File: src/hdl/ehc_pkg.sv
// Shared types, constants and elaboration-time helpers for the extended
// Hamming codec. Used by ehc_regs, ehc_codec and extended_hamming_codec_unit.
package ehc_pkg;

  // Fixed widths of the stream fields and the data size register
  localparam int unsigned WordWidth     = 64;
  localparam int unsigned StatusWidth   = 2;
  localparam int unsigned DataSizeWidth = 6;
  localparam logic [DataSizeWidth-1:0] DataSizeReset = 6'd4;

  // Register index of data_size (byte address bit 2 selects the register)
  localparam logic RegDataSize = 1'b0;

  typedef enum logic {
    CMD_ENCODE = 1'b0,
    CMD_DECODE = 1'b1
  } cmd_e;

  typedef enum logic [StatusWidth-1:0] {
    ST_CLEAN     = 2'd0,
    ST_CORRECTED = 2'd1,
    ST_DOUBLE    = 2'd2,
    ST_RANGE     = 2'd3
  } status_e;

  // Elaboration-time helpers; only ever called with constant arguments
  function automatic bit is_pow2(int p);
    return (p != 0) && ((p & (p - 1)) == 0);
  endfunction

  // Number of powers of two not above k (capped at seven)
  function automatic int check_count(int k);
    int r;
    r = 0;
    while ((r < 7) && ((1 << r) <= k)) r++;
    return r;
  endfunction

  // Codeword position of data bit d: the d-th position at or above 3
  // that is not a power of two
  function automatic int data_pos(int d);
    int p;
    int cnt;
    p   = 3;
    cnt = 0;
    while (1) begin
      if (!is_pow2(p)) begin
        if (cnt == d) return p;
        cnt++;
      end
      p++;
    end
  endfunction

  // Data positions that exist below a codeword width w
  function automatic int data_slots(int w);
    int cnt;
    cnt = 0;
    for (int p = 3; p < w; p++) begin
      if (!is_pow2(p)) cnt++;
    end
    return cnt;
  endfunction

  // Largest data size whose codeword still fits in w positions
  function automatic int max_data_size(int w);
    int k;
    k = 63;
    while ((k > 1) && (k + check_count(k) + 1 > w)) k--;
    return k;
  endfunction

endpackage

File: src/hdl/ehc_regs.sv
// Configuration register block: APB-style access to data_size; the derived
// codeword length n is driven on cw_len_o. Depends on ehc_pkg.
module ehc_regs
  import ehc_pkg::*;
#(
  parameter int unsigned CwWidth = 64
) (
  input  logic                             clk_i,
  input  logic                             rst_ni,
  input  logic                             psel,
  input  logic                             penable,
  input  logic                             pwrite,
  input  logic [2:0]                       paddr,
  input  logic [31:0]                      pwdata,
  output logic [31:0]                      prdata,
  output logic                             pready,
  output logic [$clog2(CwWidth+1)-1:0]     cw_len_o
);

  localparam int unsigned NW     = $clog2(CwWidth + 1);
  localparam int          KMax   = max_data_size(CwWidth);
  localparam int          NReset = int'(DataSizeReset) + check_count(int'(DataSizeReset)) + 1;

  logic [DataSizeWidth-1:0] data_size_q;
  logic [NW-1:0]            cw_len_q;
  logic [NW-1:0]            cw_len_d;
  logic [DataSizeWidth-1:0] k_eff;
  logic [2:0]               r_cnt;
  logic [7:0]               n_sum;
  logic                     wr_en;

  assign pready = 1'b1;
  assign wr_en  = psel && penable && pwrite && (paddr[2] == RegDataSize);

  // Effective data size for n: zero counts as one, oversize clamps to the fit limit
  always_comb begin
    k_eff = pwdata[DataSizeWidth-1:0];
    if (k_eff == '0) begin
      k_eff = DataSizeWidth'(1);
    end else if (k_eff > DataSizeWidth'(KMax)) begin
      k_eff = DataSizeWidth'(KMax);
    end
    r_cnt = '0;
    for (int j = 0; j < DataSizeWidth; j++) begin
      r_cnt = r_cnt + 3'(k_eff >= DataSizeWidth'(1 << j));
    end
    n_sum    = 8'(k_eff) + 8'(r_cnt) + 8'd1;
    cw_len_d = NW'(n_sum);
  end

  // Register write
  always_ff @(posedge clk_i or negedge rst_ni) begin
    if (!rst_ni) begin
      data_size_q <= DataSizeReset;
      cw_len_q    <= NW'(NReset);
    end else if (wr_en) begin
      data_size_q <= pwdata[DataSizeWidth-1:0];
      cw_len_q    <= cw_len_d;
    end
  end

  // Readback
  assign prdata   = (paddr[2] == RegDataSize) ? 32'(data_size_q) : 32'd0;
  assign cw_len_o = cw_len_q;

endmodule

File: src/hdl/ehc_codec.sv
// Combinational SECDED encode/decode datapath for one word.
// Depends on ehc_pkg; sits between the input and result registers.
module ehc_codec
  import ehc_pkg::*;
#(
  parameter int unsigned CwWidth = 64
) (
  input  cmd_e                             cmd_i,
  input  logic [CwWidth-1:0]               word_i,
  input  logic [$clog2(CwWidth+1)-1:0]     cw_len_i,
  output logic [WordWidth-1:0]             word_o,
  output status_e                          status_o
);

  localparam int unsigned NW = $clog2(CwWidth + 1);
  localparam int unsigned SW = $clog2(CwWidth);
  localparam int unsigned DS = data_slots(CwWidth);

  logic [CwWidth-1:0] in_range;
  logic [CwWidth-1:0] placed;
  logic [CwWidth-1:0] enc_body;
  logic [CwWidth-1:0] enc_cw;
  logic [CwWidth-1:0] dec_masked;
  logic [CwWidth-1:0] fixed;
  logic [SW-1:0]      enc_syn;
  logic [SW-1:0]      dec_syn;
  logic               dec_par;
  logic               flip_en;
  status_e            dec_status;
  logic [DS-1:0]      dec_data;

  // Position map: in range below n; data bits scattered to fixed slots
  for (genvar p = 0; p < CwWidth; p++) begin : g_pos
    assign in_range[p] = (NW'(p) < cw_len_i);
    if ((p < 3) || is_pow2(p)) begin : g_chk
      assign placed[p] = 1'b0;
    end else begin : g_dat
      assign placed[p] = word_i[p - 1 - $clog2(p)] & in_range[p];
    end
  end

  // Data extraction from the corrected codeword
  for (genvar d = 0; d < DS; d++) begin : g_ext
    assign dec_data[d] = fixed[data_pos(d)];
  end

  // Syndromes: each bit is the parity of positions whose index has that bit
  always_comb begin
    enc_syn = '0;
    dec_syn = '0;
    for (int j = 0; j < SW; j++) begin
      for (int p = 0; p < CwWidth; p++) begin
        if (p[j]) begin
          enc_syn[j] = enc_syn[j] ^ placed[p];
          dec_syn[j] = dec_syn[j] ^ dec_masked[p];
        end
      end
    end
  end

  // Encode: check bits cancel the syndrome, position 0 takes overall parity
  always_comb begin
    enc_body = placed;
    for (int j = 0; j < SW; j++) begin
      enc_body[1 << j] = enc_syn[j] & in_range[1 << j];
    end
    enc_cw = {enc_body[CwWidth-1:1], ^enc_body[CwWidth-1:1]};
  end

  // Decode: classify, then flip the named bit on a correctable error
  assign dec_masked = word_i & in_range;
  assign dec_par    = ^dec_masked;

  always_comb begin
    flip_en    = 1'b0;
    dec_status = ST_CLEAN;
    if (!dec_par) begin
      dec_status = (dec_syn == '0) ? ST_CLEAN : ST_DOUBLE;
    end else if (dec_syn == '0) begin
      // overall parity bit itself flipped
      dec_status = ST_CORRECTED;
    end else if (NW'(dec_syn) >= cw_len_i) begin
      dec_status = ST_RANGE;
    end else begin
      flip_en    = 1'b1;
      dec_status = ST_CORRECTED;
    end
  end

  always_comb begin
    for (int p = 0; p < CwWidth; p++) begin
      fixed[p] = dec_masked[p] ^ (flip_en && (dec_syn == SW'(p)));
    end
  end

  // Result select
  always_comb begin
    case (cmd_i)
      CMD_ENCODE: begin
        word_o   = WordWidth'(enc_cw);
        status_o = ST_CLEAN;
      end
      CMD_DECODE: begin
        word_o   = WordWidth'(dec_data);
        status_o = dec_status;
      end
      default: begin
        word_o   = '0;
        status_o = ST_CLEAN;
      end
    endcase
  end

endmodule

File: src/hdl/extended_hamming_codec_unit.sv
// Top level of the extended Hamming (SECDED) codec: stream ports, input and
// result registers. Depends on ehc_pkg, ehc_regs and ehc_codec.
//
//  channel   direction  handshake                 payload
//  s_axis    in         s_axis_tvalid/tready      tdata=word_in, tuser=command
//  m_axis    out        m_axis_tvalid/tready      tdata=word_out, tuser=status
//  apb       in         psel/penable/pwrite       data_size at byte address 0
//
// One request per cycle sustained while m_axis_tready is high; a request
// passes the input register, one combinational codec pass and the result
// register, and m_axis_tvalid rises once the result register has taken it.
// Stalls: s_axis_tready drops only when both registers hold a
// request and m_axis_tready is low. Reset empties both stages and sets
// data_size to 4 (codeword length 8).
module extended_hamming_codec_unit
  import ehc_pkg::*;
#(
  parameter int unsigned CODEWORD_WIDTH = 64
) (
  input  logic                   clk_i,
  input  logic                   rst_ni,
  // input stream
  input  logic                   s_axis_tvalid,
  output logic                   s_axis_tready,
  input  logic [WordWidth-1:0]   s_axis_tdata,   // [63:0] word_in
  input  logic                   s_axis_tuser,   // [0] command
  // result stream
  output logic                   m_axis_tvalid,
  input  logic                   m_axis_tready,
  output logic [WordWidth-1:0]   m_axis_tdata,   // [63:0] word_out
  output logic [StatusWidth-1:0] m_axis_tuser,   // [1:0] status
  // configuration
  input  logic                   psel,
  input  logic                   penable,
  input  logic                   pwrite,
  input  logic [2:0]             paddr,
  input  logic [31:0]            pwdata,
  output logic [31:0]            prdata,
  output logic                   pready
);

  localparam int unsigned NW = $clog2(CODEWORD_WIDTH + 1);

  logic                      s1_valid_q;
  cmd_e                      s1_cmd_q;
  logic [CODEWORD_WIDTH-1:0] s1_word_q;
  logic                      out_valid_q;
  logic [WordWidth-1:0]      out_word_q;
  status_e                   out_status_q;
  logic                      out_free;
  logic                      s1_free;
  logic [NW-1:0]             cw_len;
  logic [WordWidth-1:0]      codec_word;
  status_e                   codec_status;

  ehc_regs #(
    .CwWidth (CODEWORD_WIDTH)
  ) u_regs (
    .clk_i    (clk_i),
    .rst_ni   (rst_ni),
    .psel     (psel),
    .penable  (penable),
    .pwrite   (pwrite),
    .paddr    (paddr),
    .pwdata   (pwdata),
    .prdata   (prdata),
    .pready   (pready),
    .cw_len_o (cw_len)
  );

  ehc_codec #(
    .CwWidth (CODEWORD_WIDTH)
  ) u_codec (
    .cmd_i    (s1_cmd_q),
    .word_i   (s1_word_q),
    .cw_len_i (cw_len),
    .word_o   (codec_word),
    .status_o (codec_status)
  );

  // Flow control: each stage moves when the one after it can take a request
  assign out_free      = !out_valid_q || m_axis_tready;
  assign s1_free       = !s1_valid_q || out_free;
  assign s_axis_tready = s1_free;

  always_ff @(posedge clk_i or negedge rst_ni) begin
    if (!rst_ni) begin
      s1_valid_q  <= 1'b0;
      out_valid_q <= 1'b0;
    end else begin
      if (s1_free) begin
        s1_valid_q <= s_axis_tvalid;
      end
      if (out_free) begin
        out_valid_q <= s1_valid_q;
      end
    end
  end

  // Payload registers
  always_ff @(posedge clk_i) begin
    if (s1_free && s_axis_tvalid) begin
      s1_cmd_q  <= cmd_e'(s_axis_tuser);
      s1_word_q <= s_axis_tdata[CODEWORD_WIDTH-1:0];
    end
    if (out_free && s1_valid_q) begin
      out_word_q   <= codec_word;
      out_status_q <= codec_status;
    end
  end

  assign m_axis_tvalid = out_valid_q;
  assign m_axis_tdata  = out_word_q;
  assign m_axis_tuser  = out_status_q;

endmodule
File: config.mk
export PLATFORM = sky130hd
export DESIGN_NAME = extended_hamming_codec_unit
export DESIGN_NICKNAME = d
export VERILOG_FILES = /design/src/hdl/ehc_pkg.sv /design/src/hdl/ehc_regs.sv /design/src/hdl/ehc_codec.sv /design/src/hdl/extended_hamming_codec_unit.sv
export SDC_FILE = /design/constraint.sdc
export NUM_CORES = 1
export LEC_CHECK = 0
export BUFFER_PORTS_ARGS = -buffer_cell sky130_fd_sc_hd__buf_4
export CAP_MARGIN = 10
export CORE_MARGIN = 3
export CORE_UTILIZATION = 58
export DETAILED_ROUTE_END_ITERATION = 12
export GPL_TIMING_DRIVEN = 1
export PLACE_DENSITY = 0.81
export SYNTH_ARGS = -nofsm -noshare
export SYNTH_HDL_FRONTEND = slang
export SYNTH_SLANG_ARGS = --single-unit
export TNS_END_PERCENT = 100
File: constraint.sdc
create_clock -name clk_i -period 6.65 [get_ports clk_i]
set_input_delay 0.9975 -clock clk_i [delete_from_list [all_inputs] [get_ports clk_i]]
set_output_delay 0.9975 -clock clk_i [all_outputs]
set_load 0.02 [all_outputs]
Word level (Yosys, flattened, before mapping)
Cells that the tools add are included.
Widths: inputs -> output; s select.
{ "op_classes": {"add_sub_neg": 7, "magnitude_cmp": 72, "eq_ne": 57, "n_mux": 12, "n_bitwise": 489, "n_reduce_logical": 70} }
{ "ops": {"columns": ["op", "count"], "rows": [
  ["$xor 1x1->1", 423],
  ["$lt 6x7->1 const A", 32],
  ["$eq 6x6->1 const B", 31],
  ["$pmux 64 s2", 1],
  ["$lt 5x7->1 const A", 16],
  ["$eq 6x5->1 const B", 15],
  ["$and 64x64->64", 1],
  ["$reduce_xor 64->1", 1],
  ["$and 1x1->1", 63],
  ["$reduce_xor 63->1", 1],
  ["$logic_and 1x1->1", 62],
  ["$lt 4x7->1 const A", 8],
  ["$eq 6x4->1 const B", 7],
  ["$lt 3x7->1 const A", 4],
  ["$eq 6x3->1 const B", 3],
  ["$mux 6", 3],
  ["$lt 1x7->1 const A", 2],
  ["$lt 2x7->1 const A", 2],
  ["$add 3x1->3", 4],
  ["$logic_not 6->1", 2],
  ["$mux 2", 4],
  ["$add 6x3->7", 1],
  ["$add 7x1->7 const B", 1],
  ["$ge 6x7->1", 1],
  ["14 further kinds", 19]
]} }
{ "word_totals": {"regBits": 146, "inputBits": 107, "out_inout_bits": 101} }

Depth between registers and ports, before layout
{ "logic_depth": {"depth_word": 40, "ltp_mapped": 24} }

Modules after synthesis
Synthesis repeated with hierarchy kept, for this count alone.
{ "hier_totals": {"cells_unflattened": 1266, "hier_area_um2": 11895.2} }
{ "modules_own_cells": {"columns": ["module", "instances", "cells_each", "area_each_um2", "seq_area_each_um2"], "rows": [
  ["ehc_codec", 1, 992, 6701.4, 0.0],
  ["extended_hamming_codec_unit", 1, 139, 4037.6, 3983.8],
  ["ehc_regs", 1, 135, 1156.1, 327.8]
]} }

Worst setup path before layout
Ideal clock, no wire load.
{ "synth_timing": {"kind": "flip-flop to flip-flop", "start": "register u_regs.cw_len_q[6], in the netlist u_regs.cw_len_o[6]", "end": "register out_word_q[42], in the netlist m_axis_tdata[42], data pin", "setup_ns": 0.270, "t_arrival_ns": 4.822, "path_slack_ns": 1.558, "stages_incl_launch_ff": 21, "n_path_buf": 4, "synth_period_minus_slack_ns": 5.092, "cell_sequence": "dfrtp_1 > buf_6 > or2_1 > buf_2 > or4_4 > nand3_2 > xor2_1 > xnor3_1 > xnor3_1 > xor3_2 > inv_2 > ha_1 > and4b_1 > and3_1 > buf_1 > a2111oi_4 > o2111a_1 > buf_4 > nand2_1 > xnor2_1 > a21oi_1"} }
{ "synth_between": {"elab_chain_cells": 40, "elab_cells_between_ends": 262} }
{ "synth_rtl": {"columns": ["element", "line_no", "source"], "rows": [
  ["start, declared", "ehc_regs.sv:25", "logic [NW-1:0] cw_len_q;"],
  ["start signal, assigned", "ehc_regs.sv:55", "cw_len_q <= NW'(NReset);"],
  ["start signal, assigned", "ehc_regs.sv:58", "cw_len_q <= cw_len_d;"],
  ["$lt 1x7->1, or another cell as far along", "ehc_codec.sv:34", "assign in_range[p] = (NW'(p) < cw_len_i);"],
  ["$and 64x64->64", "ehc_codec.sv:71", "assign dec_masked = word_i & in_range;"],
  ["$xor 1x1->1 (31 in series)", "ehc_codec.sv:55", "dec_syn[j] = dec_syn[j] ^ dec_masked[p];"],
  ["$ge 6x7->1", "ehc_codec.sv:82", "end else if (NW'(dec_syn) >= cw_len_i) begin"],
  ["$mux 1", "ehc_codec.sv:82", null],
  ["$mux 1", "ehc_codec.sv:79", "end else if (dec_syn == '0) begin"],
  ["$mux 1", "ehc_codec.sv:77", "if (!dec_par) begin"],
  ["$logic_and 1x1->1", "ehc_codec.sv:92", "fixed[p] = dec_masked[p] ^ (flip_en && (dec_syn == SW'(p)));"],
  ["$xor 1x1->1", "ehc_codec.sv:92", null],
  ["$pmux 64 s2 (*)", "ehc_codec.sv:98", "case (cmd_i)"],
  ["net codec_word[42]", "extended_hamming_codec_unit.sv:53", "logic [WordWidth-1:0] codec_word;"],
  ["end signal, assigned", "extended_hamming_codec_unit.sv:107", "out_word_q <= codec_word;"],
  ["end, declared", "extended_hamming_codec_unit.sv:48", "logic [WordWidth-1:0] out_word_q;"]
]} }
The timed path passes the listed nets; every way through them passes the cells marked *.
A chain may end at the register's enable or synchronous reset.

Worst setup path after layout
{ "layout_timing": {"start": "register u_regs.cw_len_q[4], in the netlist u_regs.cw_len_o[4]", "end": "register out_word_q[22], in the netlist m_axis_tdata[22], data pin"} }
Same word-level chain as after synthesis.

==> impl_metrics.tcl <==
set metrics [dict create \
    outcome "complete, no violations" \
    clock_skew_ns 0.0156 \
    reg2reg_to "m_axis_tdata[22]" \
    dp_hpwl_um 35100 \
    placedCellCount 1652 \
    synth_mux_area_frac 0.0271 \
    routed.top_layer "met4" \
    clock_latency_ns 0.44 \
    grt_pass1_vias 10100 \
    cts_hold_buffers 0 \
    cts_resized 0 \
    powerDensity_nw_per_um2 672 \
    setup_viol_count_final 0 \
    tritoncts "built" \
    finalCritPeriodShare 0.931 \
    core-area_um2 20500 \
    hold_viol 0 \
    nets 1521 \
    required_ns 6.78 \
    fin_area_um2 14200 \
    drv_cap 0 \
    die_width_um 151 \
    r2r-start "u_regs.cw_len_o[4]" \
    synth_top_family_by_area "XOR/XNOR gates" \
    p_leak_nw 5.62 \
    dpl-instance-area_um2 13600 \
    utilization 0.694 \
    port_buffers 152 \
    path_clk_slew_ns 0.08 \
    grt_setup_unrepaired "false" \
    synth_edf_count 131 \
    reg2regPathDepth 20 \
    finalNonFillerCells 1684 \
    cp-end-kind "register" \
    synth_fa_ha_area_frac 0.0165 \
    io_pins 208 \
    num_vias 10900 \
    critical_path_class "register to register" \
    cts_root_buf "clkbuf_16" \
    grt_pass1_wl_um 65200 \
    yosysSeqAreaShare 0.352 \
    drc 0 \
    cts_setup_buffers 0 \
    met1_length_um 16900 \
    firstDrtPassIters 7 \
    clk_path_buf_depth 2 \
    hold_class "primary input to async pin" \
    routedWlPerCell_um 26.7 \
    row_count 52 \
    startpoint_type "register" \
    antenna_found_initial 1 \
    async_flop_share 0.103 \
    setup_tns_ns 0 \
    syn_to_final_growth_pct 16.0 \
    totalPowerFinal_mw 9.55 \
    grt_max_degree 79 \
    grt.total_usage 0.395 \
    maxSlewViolCount 0 \
    route.met3.wl_um 6000 \
    synth-simple-area-share 0.150 \
    max-vdd-ir-drop_v 0.000563 \
    ys_types 102 \
    avgSynthCellArea_um2 9.77 \
    worst_pin_slew_ns 1.23 \
    cp.arrival_ns 6.32 \
    synthXorXnorAreaFrac 0.218 \
    synth.ff_latch_count 146 \
    drive_above_1_share 0.216 \
    overflow 0 \
    syn_area_um2 12300 \
    max_freq_mhz 162 \
    critPathMaxFanout 21 \
    diodes 0 \
    yosys_most_used_dff "edfxtp_1" \
    fp.dieH_um 151 \
    cts_sinks 146 \
    cts-buffers-inserted 17 \
    met2_length_um 19300 \
    place_congestion 1.05 \
    cts_htree_levels 4 \
    viasPerCell 6.50 \
    initial_core_util 0.598 \
    yosys_warnings 0 \
    fin_crit_ns 6.19 \
    drt-initial-drc-count 1647 \
    synthCells 1255 \
    synth_compound_area_frac 0.174 \
    r2r_slack_ns 0.46 \
    slew-limit-headroom 0.177 \
    wl_um 44900 \
    dieArea_um2 22900 \
    postRouteAntennaNets 0 \
]
-- Yosys cell counts, types with 16 or more instances --
library cell  count  area share
xnor2_1         147        0.11
edfxtp_1        131        0.32
nand2_1         118       0.036
o21ai_0         105       0.043
xor2_1           72       0.051
nor2_1           68       0.021
a21oi_1          48       0.020
nand3_1          44       0.018
clkbuf_1         39       0.012
buf_4            37       0.023
xnor3_1          25       0.046
mux2i_1          23       0.019
inv_1            21      0.0064
o21ai_1          19      0.0078
buf_2            18      0.0074
nor3_1           18      0.0074
and3_1           17      0.0087
o211ai_1         17       0.010
o21a_1           16      0.0098
-- power breakdown --
part,leakage (nW),internal [mW],switching [mW]
Sequential,1.46,1.21,0.139
Combinational,3.88,2.96,4.31
Clock,0.279,0.497,0.441
Total,5.62,4.67,4.89
-- flip-flops by register name, indices dropped and copies added (netlist names) --
register and cells:
m_axis_tdata 64, s1_word_q 64, u_regs.cw_len_o 7, u_regs.data_size_q 6, m_axis_tuser 2, m_axis_tvalid 1, s1_cmd_q 1, s1_valid_q 1
-- routing by layer --
| metal | vias up | GRT usage |
|---|---|---|
| met4 | 0 | 0.185 |
| met1 | 5125 | 0.549 |
| met5 | - | 0 |
| met2 | 876 | 0.591 |
| li1 | 4779 | - |
| met3 | 162 | 0.0844 |
-- cells by family after synthesis --
| group | after synthesis |
|---|---|
| mux | 32 |
| other cells | 2 |
| xor+xnor | 253 |
| compound gates | 313 |
| flops | 146 |
| simple gates | 358 |
| buf+inv | 137 |
| fa+ha+maj | 14 |
-- stage by stage --
stage	worst slack (ns)	hold WS [ns]
final	0.460	0.399
after global routing	0.163	0.406
after global placement	0.761	0.459
after detailed placement	0.621	0.485
after floorplan	1.56	0.449
after CTS	0.613	0.403
-- worst max-delay path by stage --
stage                  startpoint                to  slack, ns  depth (start not counted)
3_5_place_dp   u_regs.cw_len_o[4]  m_axis_tdata[23]       0.62                         20
6_report       u_regs.cw_len_o[4]  m_axis_tdata[22]       0.46                         20
5_1_grt        u_regs.cw_len_o[4]  m_axis_tdata[23]       0.16                         20
3_3_place_gp   u_regs.cw_len_o[4]  m_axis_tdata[55]       0.76                         18
2_1_floorplan  u_regs.cw_len_o[6]  m_axis_tdata[42]       1.56                         20
4_1_cts        u_regs.cw_len_o[4]  m_axis_tdata[23]       0.61                         20
-- final cells by class --
type	instances	area, um^2
Multi-Input combinational cell	998	7290
Fill cell	1613	6280
Sequential cell	146	4310
Timing Repair Buffer	214	1620
Clock buffer	18	429
Tap cell	270	338
Clock inverter	14	138
Inverter	24	90.1
-- critical path: stages (launching register included) --
cell	delay (ns)
dfrtp_1	0.97
buf_4	0.34
or3_1	0.43
nand2_1	0.11
a21oi_1	0.40
xor2_1	0.15
xnor2_1	0.30
xnor3_1	0.47
xor3_2	0.36
inv_2	0.08
ha_1	0.29
and4b_1	0.26
o21ai_0	0.13
inv_1	0.16
buf_4	0.17
a2111oi_4	0.36
o2111a_1	0.35
buf_4	0.20
a21oi_1	0.07
o21ai_1	0.14
o21ai_0	0.13
-- layout by cell type (no fill, tap or decap), types with 7 or more instances in the layout --
master / count
ha_1: 9
xor2_1: 72
inv_1: 21
buf_4: 213
a31oi_1: 9
o21a_1: 16
a21o_1: 7
clkbuf_16: 17
xnor3_1: 25
o21ai_0: 105
nand2_1: 118
conb_1: 28
nand2b_1: 8
o21ai_1: 19
xnor2_1: 147
mux2_2: 9
nor2b_1: 13
o221ai_1: 7
o2111ai_1: 11
nor2_1: 68
a32oi_1: 7
and2_1: 10
edfxtp_1: 131
o211ai_1: 17
mux2i_1: 23
a21oi_1: 48
dfrtp_1: 12
nor3_1: 18
nand4_1: 12
nand3_1: 44
and3_1: 17
Power figures use the tool's default switching activity.
